**src/sv/hlbc_pkg.sv**
```systemverilog
`default_nettype none
package hlbc_pkg;

  typedef enum logic [1:0] {
    KIND_GET     = 2'd0,
    KIND_RELEASE = 2'd1,
    KIND_PIN     = 2'd2,
    KIND_UNPIN   = 2'd3
  } kind_t;

  typedef enum logic [1:0] {
    ST_OK        = 2'd0,
    ST_NO_FREE   = 2'd1,
    ST_UNDERFLOW = 2'd2
  } status_t;

  localparam int KEY_W = 32;
  localparam int TIME_W = 32;
  localparam int DEV_W = 8;
  localparam int SLOT_W = 5;
  localparam int COUNT_W = 8;
  localparam logic [COUNT_W-1:0] COUNT_MAX = 8'd255;
  localparam int HASH_MUL_SHIFT = 5;  // dev * 31 = (dev << 5) - dev
  localparam int IN_DATA_W = 80;
  localparam int OUT_DATA_W = 8;

  typedef struct packed {
    logic load;      // capture the input transaction
    logic hash;      // one step of the bucket remainder
    logic scan;      // issue one entry read of the scan
    logic rmw_read;  // read the addressed slot for release, pin or unpin
    logic commit;    // update state and load the result register
  } cmd_t;

  typedef struct packed {
    logic in_get;
    logic hash_done;
    logic scan_done;
    logic out_free;
  } sts_t;

  function automatic logic [COUNT_W-1:0] count_inc(logic [COUNT_W-1:0] c);
    return (c == COUNT_MAX) ? c : c + 8'd1;
  endfunction

endpackage
`default_nettype wire

```
**src/sv/hashed_lru_block_buffer_cache_unit.sv**
```systemverilog
`default_nettype none
// Block-buffer tag store with hashed LRU replacement over ENTRIES slots.
// Input channel s_*: one transaction per request. s_tuser carries the kind
// (get, release, pin, unpin); s_tdata carries dev, block number, slot and the
// current tick. Output channel m_*: exactly one result transaction per request,
// carrying the granted slot, the need-read flag and a status code.
// A get first reduces its hash to the home bucket, four key bits per cycle,
// then makes one pass over all entries through the tag and count/time
// memories, one entry per cycle. It commits once the result register is free
// and then returns to idle, where the next request can be accepted.
// Release, pin and unpin do one read-modify-write of the addressed slot and
// commit the same way, also waiting for the result register to be free.
// One request is in flight at a time; s_tready is high only while idle.
// The result sits in an output register, so the next request is accepted
// while a result waits; a stalled receiver only holds back the commit of the
// following request until the register is free.
// Reset clears the fill count, all reference counts and release times (by
// per-entry valid bits), and the result valid flag.
module hashed_lru_block_buffer_cache_unit #(
  parameter int ENTRIES = 32,
  parameter int BUCKETS = 13
) (
  input  wire logic        clk,
  input  wire logic        rst,
  input  wire logic        s_tvalid,
  output logic             s_tready,
  // dev [7:0], block_number [39:8], slot [44:40], now_tick [76:45], zeros
  input  wire logic [79:0] s_tdata,
  // kind [1:0]
  input  wire logic [1:0]  s_tuser,
  output logic             m_tvalid,
  input  wire logic        m_tready,
  // granted_slot [4:0], need_read [5], status [7:6]
  output logic      [7:0]  m_tdata
);

  hlbc_pkg::cmd_t cmd;
  hlbc_pkg::sts_t sts;

  hlbc_ctrl u_ctrl (
    .clk      (clk),
    .rst      (rst),
    .s_tvalid (s_tvalid),
    .s_tready (s_tready),
    .sts      (sts),
    .cmd      (cmd)
  );

  hlbc_dp #(.ENTRIES(ENTRIES), .BUCKETS(BUCKETS)) u_dp (
    .clk      (clk),
    .rst      (rst),
    .cmd      (cmd),
    .sts      (sts),
    .s_tdata  (s_tdata),
    .s_tuser  (s_tuser),
    .m_tvalid (m_tvalid),
    .m_tready (m_tready),
    .m_tdata  (m_tdata)
  );

endmodule
`default_nettype wire

```
**src/sv/hlbc_ram.sv**
```systemverilog
`default_nettype none
module hlbc_ram #(
  parameter int WIDTH = 8,
  parameter int DEPTH = 32,
  parameter int AW = (DEPTH > 1) ? $clog2(DEPTH) : 1
) (
  input  wire logic             clk,
  input  wire logic             we,
  input  wire logic [AW-1:0]    waddr,
  input  wire logic [WIDTH-1:0] wdata,
  input  wire logic             re,
  input  wire logic [AW-1:0]    raddr,
  output logic      [WIDTH-1:0] rdata
);

  logic [WIDTH-1:0] mem [DEPTH];

  always_ff @(posedge clk) begin
    if (we) begin
      mem[waddr] <= wdata;
    end
    if (re) begin
      rdata <= mem[raddr];
    end
  end

endmodule
`default_nettype wire

```
**src/sv/hlbc_ctrl.sv**
```systemverilog
`default_nettype none
module hlbc_ctrl (
  input  wire logic          clk,
  input  wire logic          rst,
  input  wire logic          s_tvalid,
  output logic               s_tready,
  input  wire hlbc_pkg::sts_t sts,
  output hlbc_pkg::cmd_t     cmd
);

  typedef enum logic [5:0] {
    S_IDLE = 6'b000001,
    S_HASH = 6'b000010,
    S_SCAN = 6'b000100,
    S_TAIL = 6'b001000,
    S_READ = 6'b010000,
    S_FIN  = 6'b100000
  } state_t;

  state_t state, state_next;

  always_ff @(posedge clk) begin
    if (rst) begin
      state <= S_IDLE;
    end else begin
      state <= state_next;
    end
  end

  always_comb begin
    state_next = state;
    cmd = '0;
    s_tready = 1'b0;
    unique case (state)
      S_IDLE: begin
        s_tready = 1'b1;
        if (s_tvalid) begin
          cmd.load = 1'b1;
          state_next = sts.in_get ? S_HASH : S_READ;
        end
      end
      S_HASH: begin
        cmd.hash = 1'b1;
        if (sts.hash_done) state_next = S_SCAN;
      end
      S_SCAN: begin
        cmd.scan = 1'b1;
        if (sts.scan_done) state_next = S_TAIL;
      end
      // The last entry read is evaluated here.
      S_TAIL: state_next = S_FIN;
      S_READ: begin
        cmd.rmw_read = 1'b1;
        state_next = S_FIN;
      end
      S_FIN: begin
        if (sts.out_free) begin
          cmd.commit = 1'b1;
          state_next = S_IDLE;
        end
      end
      default: state_next = S_IDLE;
    endcase
  end

endmodule
`default_nettype wire

```
**src/sv/hlbc_dp.sv**
```systemverilog
`default_nettype none
module hlbc_dp #(
  parameter int ENTRIES = 32,
  parameter int BUCKETS = 13
) (
  input  wire logic                                clk,
  input  wire logic                                rst,
  input  wire hlbc_pkg::cmd_t                      cmd,
  output hlbc_pkg::sts_t                           sts,
  input  wire logic [hlbc_pkg::IN_DATA_W-1:0]      s_tdata,
  input  wire logic [1:0]                          s_tuser,
  output logic                                     m_tvalid,
  input  wire logic                                m_tready,
  output logic      [hlbc_pkg::OUT_DATA_W-1:0]     m_tdata
);

  localparam int AW = (ENTRIES > 1) ? $clog2(ENTRIES) : 1;
  localparam int CW = $clog2(ENTRIES + 1);
  localparam int BW = (BUCKETS > 1) ? $clog2(BUCKETS) : 1;
  localparam int TAG_W = BW + hlbc_pkg::KEY_W + hlbc_pkg::DEV_W;
  localparam int LIFE_W = hlbc_pkg::TIME_W + hlbc_pkg::COUNT_W;
  localparam logic [AW-1:0] LAST_ADDR = AW'(ENTRIES - 1);
  localparam logic [CW-1:0] FULL = CW'(ENTRIES);
  localparam logic [BW:0] NBUCK = (BW + 1)'(BUCKETS);
  localparam int HASH_STEPS = hlbc_pkg::KEY_W / 4;

  // Remainder tables: FOLD_TAB[r] = (r * 16) mod BUCKETS, MOD_TAB[x] = x mod BUCKETS.
  typedef logic [63:0][5:0] fold_tab_t;
  typedef logic [79:0][5:0] mod_tab_t;

  function automatic fold_tab_t fold_init();
    fold_tab_t t;
    for (int i = 0; i < 64; i++) t[i] = 6'((i * 16) % BUCKETS);
    return t;
  endfunction

  function automatic mod_tab_t mod_init();
    mod_tab_t t;
    for (int i = 0; i < 80; i++) t[i] = 6'(i % BUCKETS);
    return t;
  endfunction

  localparam fold_tab_t FOLD_TAB = fold_init();
  localparam mod_tab_t MOD_TAB = mod_init();

  // Captured transaction.
  hlbc_pkg::kind_t kind;
  logic [hlbc_pkg::DEV_W-1:0] dev;
  logic [hlbc_pkg::KEY_W-1:0] blk;
  logic [hlbc_pkg::SLOT_W-1:0] slot;
  logic [hlbc_pkg::TIME_W-1:0] now_tick;

  // Bucket remainder, four key bits per cycle, most significant first.
  logic [hlbc_pkg::KEY_W-1:0] key;
  logic [BW-1:0] home;
  logic [2:0] hash_cnt;
  logic [3:0] digit;
  logic [6:0] rem_sum;
  logic [5:0] rem_next;

  logic [CW-1:0] fill_count;
  logic [AW-1:0] scan_cnt;
  logic [ENTRIES-1:0] life_vld;

  // Scan pipeline and the running choices.
  logic ev_valid;
  logic [AW-1:0] ev_idx;
  logic life_vld_q;
  logic hit;
  logic [AW-1:0] hit_idx;
  logic [LIFE_W-1:0] hit_life;
  logic found;
  logic [AW-1:0] pick_idx;
  logic [BW-1:0] pick_dist;
  logic [hlbc_pkg::TIME_W-1:0] pick_time;
  logic [hlbc_pkg::TIME_W-1:0] fill_time;

  logic out_valid;
  logic [hlbc_pkg::OUT_DATA_W-1:0] out_data;

  // RAM ports.
  logic tag_we, life_we, life_re;
  logic [AW-1:0] tag_waddr, life_waddr, life_raddr;
  logic [TAG_W-1:0] tag_wdata, tag_q;
  logic [LIFE_W-1:0] life_wdata, life_q, life_eff;

  logic [AW-1:0] slot_addr;
  logic slot_in_range;
  logic [BW-1:0] ev_bucket, ev_dist;
  logic [BW:0] dist_wide;
  logic [hlbc_pkg::COUNT_W-1:0] ev_ref;
  logic [hlbc_pkg::TIME_W-1:0] ev_time;
  logic ev_filled, ev_match, ev_better;

  logic [hlbc_pkg::SLOT_W-1:0] res_slot;
  logic res_need;
  hlbc_pkg::status_t res_status;
  logic [CW-1:0] fill_next;

  assign slot_addr = AW'(slot);
  assign slot_in_range = (32'(slot) < ENTRIES);

  assign sts.in_get = (hlbc_pkg::kind_t'(s_tuser) == hlbc_pkg::KIND_GET);
  assign sts.hash_done = (hash_cnt == 3'(HASH_STEPS - 1));
  assign sts.scan_done = (scan_cnt == LAST_ADDR);
  assign sts.out_free = !out_valid || m_tready;

  assign digit = key[hlbc_pkg::KEY_W-1 -: 4];
  assign rem_sum = {1'b0, FOLD_TAB[6'(home)]} + {3'b0, digit};
  assign rem_next = MOD_TAB[rem_sum];

  always_ff @(posedge clk) begin
    if (cmd.load) begin
      kind <= hlbc_pkg::kind_t'(s_tuser);
      dev <= s_tdata[7:0];
      blk <= s_tdata[39:8];
      slot <= s_tdata[44:40];
      now_tick <= s_tdata[76:45];
      key <= 32'({s_tdata[7:0], 5'b0}) - 32'(s_tdata[7:0]) + s_tdata[39:8];
      home <= '0;
      hash_cnt <= '0;
    end else if (cmd.hash) begin
      key <= {key[hlbc_pkg::KEY_W-5:0], 4'b0};
      home <= BW'(rem_next);
      hash_cnt <= hash_cnt + 3'd1;
    end
  end

  always_ff @(posedge clk) begin
    if (cmd.load) begin
      scan_cnt <= '0;
    end else if (cmd.scan) begin
      scan_cnt <= scan_cnt + AW'(1);
    end
  end

  assign life_re = cmd.scan || cmd.rmw_read;
  assign life_raddr = cmd.scan ? scan_cnt : slot_addr;

  always_ff @(posedge clk) begin
    if (rst) begin
      ev_valid <= 1'b0;
    end else begin
      ev_valid <= cmd.scan;
    end
  end

  always_ff @(posedge clk) begin
    if (cmd.scan) ev_idx <= scan_cnt;
    if (life_re) life_vld_q <= life_vld[life_raddr];
  end

  // A slot never written reads as count zero, time zero.
  assign life_eff = life_vld_q ? life_q : '0;
  assign ev_ref = life_eff[hlbc_pkg::COUNT_W-1:0];
  assign ev_time = life_eff[LIFE_W-1:hlbc_pkg::COUNT_W];
  assign ev_bucket = tag_q[TAG_W-1:hlbc_pkg::KEY_W+hlbc_pkg::DEV_W];

  // Distance of the entry's bucket from home, going round the buckets.
  assign dist_wide = (ev_bucket >= home) ? {1'b0, ev_bucket} - {1'b0, home}
                                         : {1'b0, ev_bucket} + NBUCK - {1'b0, home};
  assign ev_dist = BW'(dist_wide);

  assign ev_filled = (CW'(ev_idx) < fill_count);
  assign ev_match = ev_filled && (tag_q[hlbc_pkg::DEV_W-1:0] == dev) &&
                    (tag_q[hlbc_pkg::KEY_W+hlbc_pkg::DEV_W-1:hlbc_pkg::DEV_W] == blk);
  assign ev_better = !found || (ev_dist < pick_dist) ||
                     ((ev_dist == pick_dist) && (ev_time < pick_time));

  always_ff @(posedge clk) begin
    if (cmd.load) begin
      hit <= 1'b0;
      found <= 1'b0;
    end else if (ev_valid) begin
      if (!hit && ev_match) begin
        hit <= 1'b1;
        hit_idx <= ev_idx;
        hit_life <= life_eff;
      end
      if (ev_filled && (ev_ref == '0) && ev_better) begin
        found <= 1'b1;
        pick_idx <= ev_idx;
        pick_dist <= ev_dist;
        pick_time <= ev_time;
      end
    end
  end

  // The next unused slot keeps its release time when it is first filled.
  always_ff @(posedge clk) begin
    if (ev_valid && (CW'(ev_idx) == fill_count)) fill_time <= ev_time;
  end

  // Commit: state writes and the result.
  always_comb begin
    tag_we = 1'b0;
    tag_waddr = pick_idx;
    tag_wdata = {home, blk, dev};
    life_we = 1'b0;
    life_waddr = slot_addr;
    life_wdata = life_eff;
    res_slot = '0;
    res_need = 1'b0;
    res_status = hlbc_pkg::ST_OK;
    fill_next = fill_count;
    if (kind == hlbc_pkg::KIND_GET) begin
      if (hit) begin
        life_we = 1'b1;
        life_waddr = hit_idx;
        life_wdata = {hit_life[LIFE_W-1:hlbc_pkg::COUNT_W],
                      hlbc_pkg::count_inc(hit_life[hlbc_pkg::COUNT_W-1:0])};
        res_slot = hlbc_pkg::SLOT_W'(hit_idx);
      end else if (fill_count < FULL) begin
        tag_we = 1'b1;
        tag_waddr = AW'(fill_count);
        life_we = 1'b1;
        life_waddr = AW'(fill_count);
        life_wdata = {fill_time, 8'd1};
        res_slot = hlbc_pkg::SLOT_W'(fill_count);
        res_need = 1'b1;
        fill_next = fill_count + CW'(1);
      end else if (found) begin
        tag_we = 1'b1;
        life_we = 1'b1;
        life_waddr = pick_idx;
        life_wdata = {pick_time, 8'd1};
        res_slot = hlbc_pkg::SLOT_W'(pick_idx);
        res_need = 1'b1;
      end else begin
        res_status = hlbc_pkg::ST_NO_FREE;
      end
    end else if (slot_in_range) begin
      if (kind == hlbc_pkg::KIND_PIN) begin
        life_we = 1'b1;
        life_wdata = {life_eff[LIFE_W-1:hlbc_pkg::COUNT_W],
                      hlbc_pkg::count_inc(life_eff[hlbc_pkg::COUNT_W-1:0])};
      end else if (life_eff[hlbc_pkg::COUNT_W-1:0] == '0) begin
        res_status = hlbc_pkg::ST_UNDERFLOW;
      end else begin
        life_we = 1'b1;
        life_wdata = {life_eff[LIFE_W-1:hlbc_pkg::COUNT_W],
                      life_eff[hlbc_pkg::COUNT_W-1:0] - 8'd1};
        // The last release stamps the time.
        if ((kind == hlbc_pkg::KIND_RELEASE) && (life_eff[hlbc_pkg::COUNT_W-1:0] == 8'd1)) begin
          life_wdata = {now_tick, 8'd0};
        end
      end
    end
  end

  always_ff @(posedge clk) begin
    if (rst) begin
      fill_count <= '0;
      life_vld <= '0;
      out_valid <= 1'b0;
    end else begin
      if (cmd.commit) begin
        fill_count <= fill_next;
        if (life_we) life_vld[life_waddr] <= 1'b1;
        out_valid <= 1'b1;
      end else if (m_tready) begin
        out_valid <= 1'b0;
      end
    end
  end

  always_ff @(posedge clk) begin
    if (cmd.commit) out_data <= {res_status, res_need, res_slot};
  end

  assign m_tvalid = out_valid;
  assign m_tdata = out_data;

  hlbc_ram #(.WIDTH(TAG_W), .DEPTH(ENTRIES), .AW(AW)) u_tag_ram (
    .clk   (clk),
    .we    (cmd.commit && tag_we),
    .waddr (tag_waddr),
    .wdata (tag_wdata),
    .re    (cmd.scan),
    .raddr (scan_cnt),
    .rdata (tag_q)
  );

  hlbc_ram #(.WIDTH(LIFE_W), .DEPTH(ENTRIES), .AW(AW)) u_life_ram (
    .clk   (clk),
    .we    (cmd.commit && life_we),
    .waddr (life_waddr),
    .wdata (life_wdata),
    .re    (life_re),
    .raddr (life_raddr),
    .rdata (life_q)
  );

`ifndef SYNTH
  a_fill_bound: assert property (@(posedge clk) disable iff (rst) fill_count <= FULL)
    else $error("fill count beyond entry count");
  a_no_overwrite: assert property (@(posedge clk) disable iff (rst)
    cmd.commit |-> (!out_valid || m_tready))
    else $error("result register overwritten while stalled");
  a_fill_only_commit: assert property (@(posedge clk) disable iff (rst)
    !cmd.commit |=> $stable(fill_count))
    else $error("fill count changed outside commit");
  a_home_range: assert property (@(posedge clk) disable iff (rst)
    cmd.scan |-> ({1'b0, home} < NBUCK))
    else $error("home bucket out of range");
`endif

endmodule
`default_nettype wire

```
**config.mk**
```make
export PLATFORM = sky130hd
export DESIGN_NAME = hashed_lru_block_buffer_cache_unit
export DESIGN_NICKNAME = d
export VERILOG_FILES = /design/src/sv/hlbc_pkg.sv /design/src/sv/hashed_lru_block_buffer_cache_unit.sv /design/src/sv/hlbc_ram.sv /design/src/sv/hlbc_ctrl.sv /design/src/sv/hlbc_dp.sv
export SDC_FILE = /design/constraint.sdc
export NUM_CORES = 2
export LEC_CHECK = 0
export BUFFER_PORTS_ARGS = -buffer_cell sky130_fd_sc_hd__buf_4
export CAP_MARGIN = 20
export CORE_AREA = 2 2 441 443
export CTS_BUF_LIST = sky130_fd_sc_hd__clkbuf_4
export CTS_CLUSTER_SIZE = 30
export DETAILED_ROUTE_END_ITERATION = 16
export DIE_AREA = 0 0 443 445
export GPL_ROUTABILITY_DRIVEN = 0
export HOLD_SLACK_MARGIN = 0.05
export PLACE_DENSITY = 0.81
export SETUP_SLACK_MARGIN = 0.5
export SYNTH_ARGS = -nofsm -noshare
export SYNTH_HDL_FRONTEND = slang
export SYNTH_HIERARCHICAL = 1
export SYNTH_SLANG_ARGS = --single-unit
```
**constraint.sdc**
```tcl
create_clock -name clk -period 9.65 [get_ports clk]
set_input_delay 1.93 -clock clk [delete_from_list [all_inputs] [get_ports clk]]
set_output_delay 1.93 -clock clk [all_outputs]
set_load 0.005 [all_outputs]
```
==> out/results.ini <==
[logic_synthesis]
synth.avg_cell_area_sq_um=16.4
syn_inst=7575
yosys_warnings=6
ys_top_cells_by_area=edfxtp_1 (73%), mux2i_1 (11%), a22oi_1 (1.6%)
synth_top_cell_area_share_pct=72.9
ys.flop_type=edfxtp_1
synth_edf_count=3015
synth_area_leader_cell=edfxtp_1
ys_seq_area_share_pct=73.8
ys_types=89
synth-seq-cells=3075
postSynth.asyncResetShare_pct=0
synth_area_sq_mm=0.124
synth.net_count=7772

[global_route]
grt_pass1_vias=72600
grt_first_pass_wirelength_um=450000
grt-ovfl-total=0
gr-usage-all-layers_pct=31.2
antenna_found_initial=15
grt_max_degree=160

[drt]
drc=0
finalWirelength_um=313000
drt-initial-drc-count=8989
wire_per_inst_um=27.9
antenna_left=0
vias=72700
drt-vias-per-instance=6.48
drt_first_pass_iters=9

[floorplan]
start_util_pct=64.7
rows=161
fp.dieArea_sq_mm=0.197
io_pins=96
die_y_um=445
die_w_um=443
core_sq_mm=0.192

[timing]
fmax_ghz=0.174
worst_pin_slew_ns=1.20
period_minus_slack_ns=5.75
fin_skew_ns=0.106
setup_tns_ns=0
rsz0062_at_grt=false
fin_crit_sh_pct=59.6
setup_slack_ns=3.90
slew_headroom_pct=19.8
hold_violations=0
timing.hold.ws_ns=0.468
final-max-slew-violation-count=0
setup_viol_count_final=0

[clock_network]
cts_resized=0
h-tree-depth=6
postCtsSetupRepairBufs=0
path_clk_slew_ns=0.06
cts_num_sinks=3075
worstSkewPairLatency_ns=1.45
cts_made_buffers=737
ctsHoldBuffers=0
cts_tree=done
clk_path_buf_depth=4
root_buffer=clkbuf_4

[final_layout]
drive_gt1_share_pct=17.7
final_core_util_pct=71.4
regArea_sq_mm=0.0917
final_cells=11200
stdcell_area_sq_mm=0.137
multiInputGateArea_sq_mm=0.0305
fillerInstances=11400
area_growth_pct=10.3
fin_nets=8376

[power_and_ir_drop]
peakVddDrop_v=0.000141
p_leak_nw=46.1
power.total_mw=26.3
power_density_mw_per_mm2=192

[setup_path]
crit_required_ns=10.68
critPathMaxFanout=30
path_cells=inv_1, ha_1, inv_1, fa_1, a21oi_1, o21bai_1, a21oi_1, mux2_2, ha_1, nand4_1, a211o_1, nor3_1, o21a_1, o2111ai_1, nand3_2, buf_4
cp.arrival_ns=6.78
cpPeakStageDelay_ns=0.57
critical_path.startpoint_type=flop
endpoint_kind=flop
critPathKind=flop to flop
crit_slowest_cell=nand3_2

[placement]
portBuffers=92
dpl_cell_area_sq_mm=0.128
place_worst_setup_slack_ns=3.50
post-dp-hpwl_um=154000
dp.cells=9945

[outcome]
outcome=finished clean

[run]
maxCapViolCount=0

[min_path]
min_path_type=flop to flop

[cells in the mapped netlist (all sizes together) (9+ instances only)]
cell type / number
edfxtp: 3015
mux2i: 1380
a21oi: 397
nand2: 378
nand3: 282
a22oi: 268
buf: 235
nor2: 222
clkbuf: 173
a22o: 172
inv: 110
ha: 107
nor3: 105
a31oi: 99
o21ai: 87
dfxtp: 60
xnor2: 57
a211oi: 52
xor2: 33
a21o: 31
o211ai: 29
nand4: 26
and2: 25
mux2: 22
nor2b: 21
nand2b: 17
and3: 16
nand3b: 13
nor3b: 10
or3b: 10
nor4: 9
[final timing paths]
kind | startpoint | to | cells after the start | slack (ns)
setup / recovery | u_dp/u_tag_ram/rdata[40] | u_dp/pick_time[11] | 16 | 3.90
hold / removal | u_dp/life_vld[24] | u_dp/life_vld[24] | 2 | 0.47
setup reg to reg | u_dp/u_tag_ram/rdata[40] | u_dp/pick_time[11] | 16 | 3.90
hold reg to reg | u_dp/life_vld[24] | u_dp/life_vld[24] | 2 | 0.47
[per-layer routing]
| metal | vias up | track usage, % | share of wire (%) |
|---|---|---|---|
| li1 | 31400 | - | - |
| met1 | 35700 | 37.5 | 35 |
| met2 | 4482 | 52.4 | 50 |
| met3 | 1078 | 5.91 | 9.6 |
| met4 | 8 | 19.4 | 6.2 |
| met5 | - | 0 | 0.021 |
[placed cells by master, fill, tap and decap left out, types with 9 or more instances in the layout]
cell and instances:
a211oi_1 51, nand2_1 376, a31oi_1 99, nand3b_1 13, a22o_1 172, buf_12 14
a21oi_2 23, nor2b_1 17, dfxtp_1 56, clkbuf_4 1044, ha_1 107, o21ai_1 17
nand2b_1 13, nor3_1 102, a21o_1 30, clkinv_2 14, nand3_1 280, and2_1 21
a22oi_1 268, clkinv_1 149, or3b_2 9, buf_4 235, edfxtp_1 3015, inv_2 16
o211ai_1 29, nor2_1 155, buf_8 20, xnor2_1 57, o21ai_0 69, nand4_1 26
nor2_4 67, inv_1 108, and3_1 15, mux2i_1 1379, mux2_2 21, diode_2 16
xor2_1 33, a21oi_1 374
[flip-flops by register name, summed over array words and instances (netlist names), 6 cells and up]
signal / cells
u_dp/u_tag_ram/mem: 1408
u_dp/fill_count: 6
u_dp/life_vld: 32
u_dp/pick_time: 32
u_dp/now_tick: 32
u_dp/u_life_ram/mem: 1280
u_dp/m_tdata: 8
u_dp/dev: 8
u_dp/u_tag_ram/rdata: 44
u_dp/key: 32
u_dp/blk: 32
u_ctrl/state: 6
u_dp/u_life_ram/rdata: 40
u_dp/fill_time: 32
u_dp/hit_life: 40
[kinds of logic after synthesis]
group | synth area share [%]
DFF | 73.8
adders and majority gates | 1.14
muxes | 11.4
AOI/OAI and AO/OA | 6.51
xor gates and xnor gates | 0.634
and+or+nand+nor | 4.39
buffers and inverters | 2.14
[worst max-delay path, delay by kind of cell, from the launching register on]
kind | cells | cell delay, ns
AND/OR/NAND/NOR | 3 | 1.25
multiplexers | 1 | 0.40
adder cells (fa/ha/maj) | 3 | 0.83
flip-flops | 1 | 0.40
buffers and inverters | 3 | 0.71
AO/OA/AOI/OAI | 6 | 1.74
[where the power goes]
| group | switching [mW] | total [mW] | internal (mW) |
|---|---|---|---|
| sequential | 0.121 | 15.0 | 14.8 |
| clock | 4.90 | 10.0 | 5.13 |
| combinational | 0.835 | 1.27 | 0.434 |
| total | 5.86 | 26.3 | 20.4 |
[layout make-up]
type	instances	share of cell area, %
Antenna cell	16	0.0292
Inverter	110	0.308
Clock buffer	1044	5.72
Tap cell	2526	2.31
Clock inverter	189	0.676
Multi-Input combinational cell	3982	22.3
Sequential cell	3075	66.9
Timing Repair Buffer	273	1.76
Note: power is estimated with default switching activity, not from simulation.
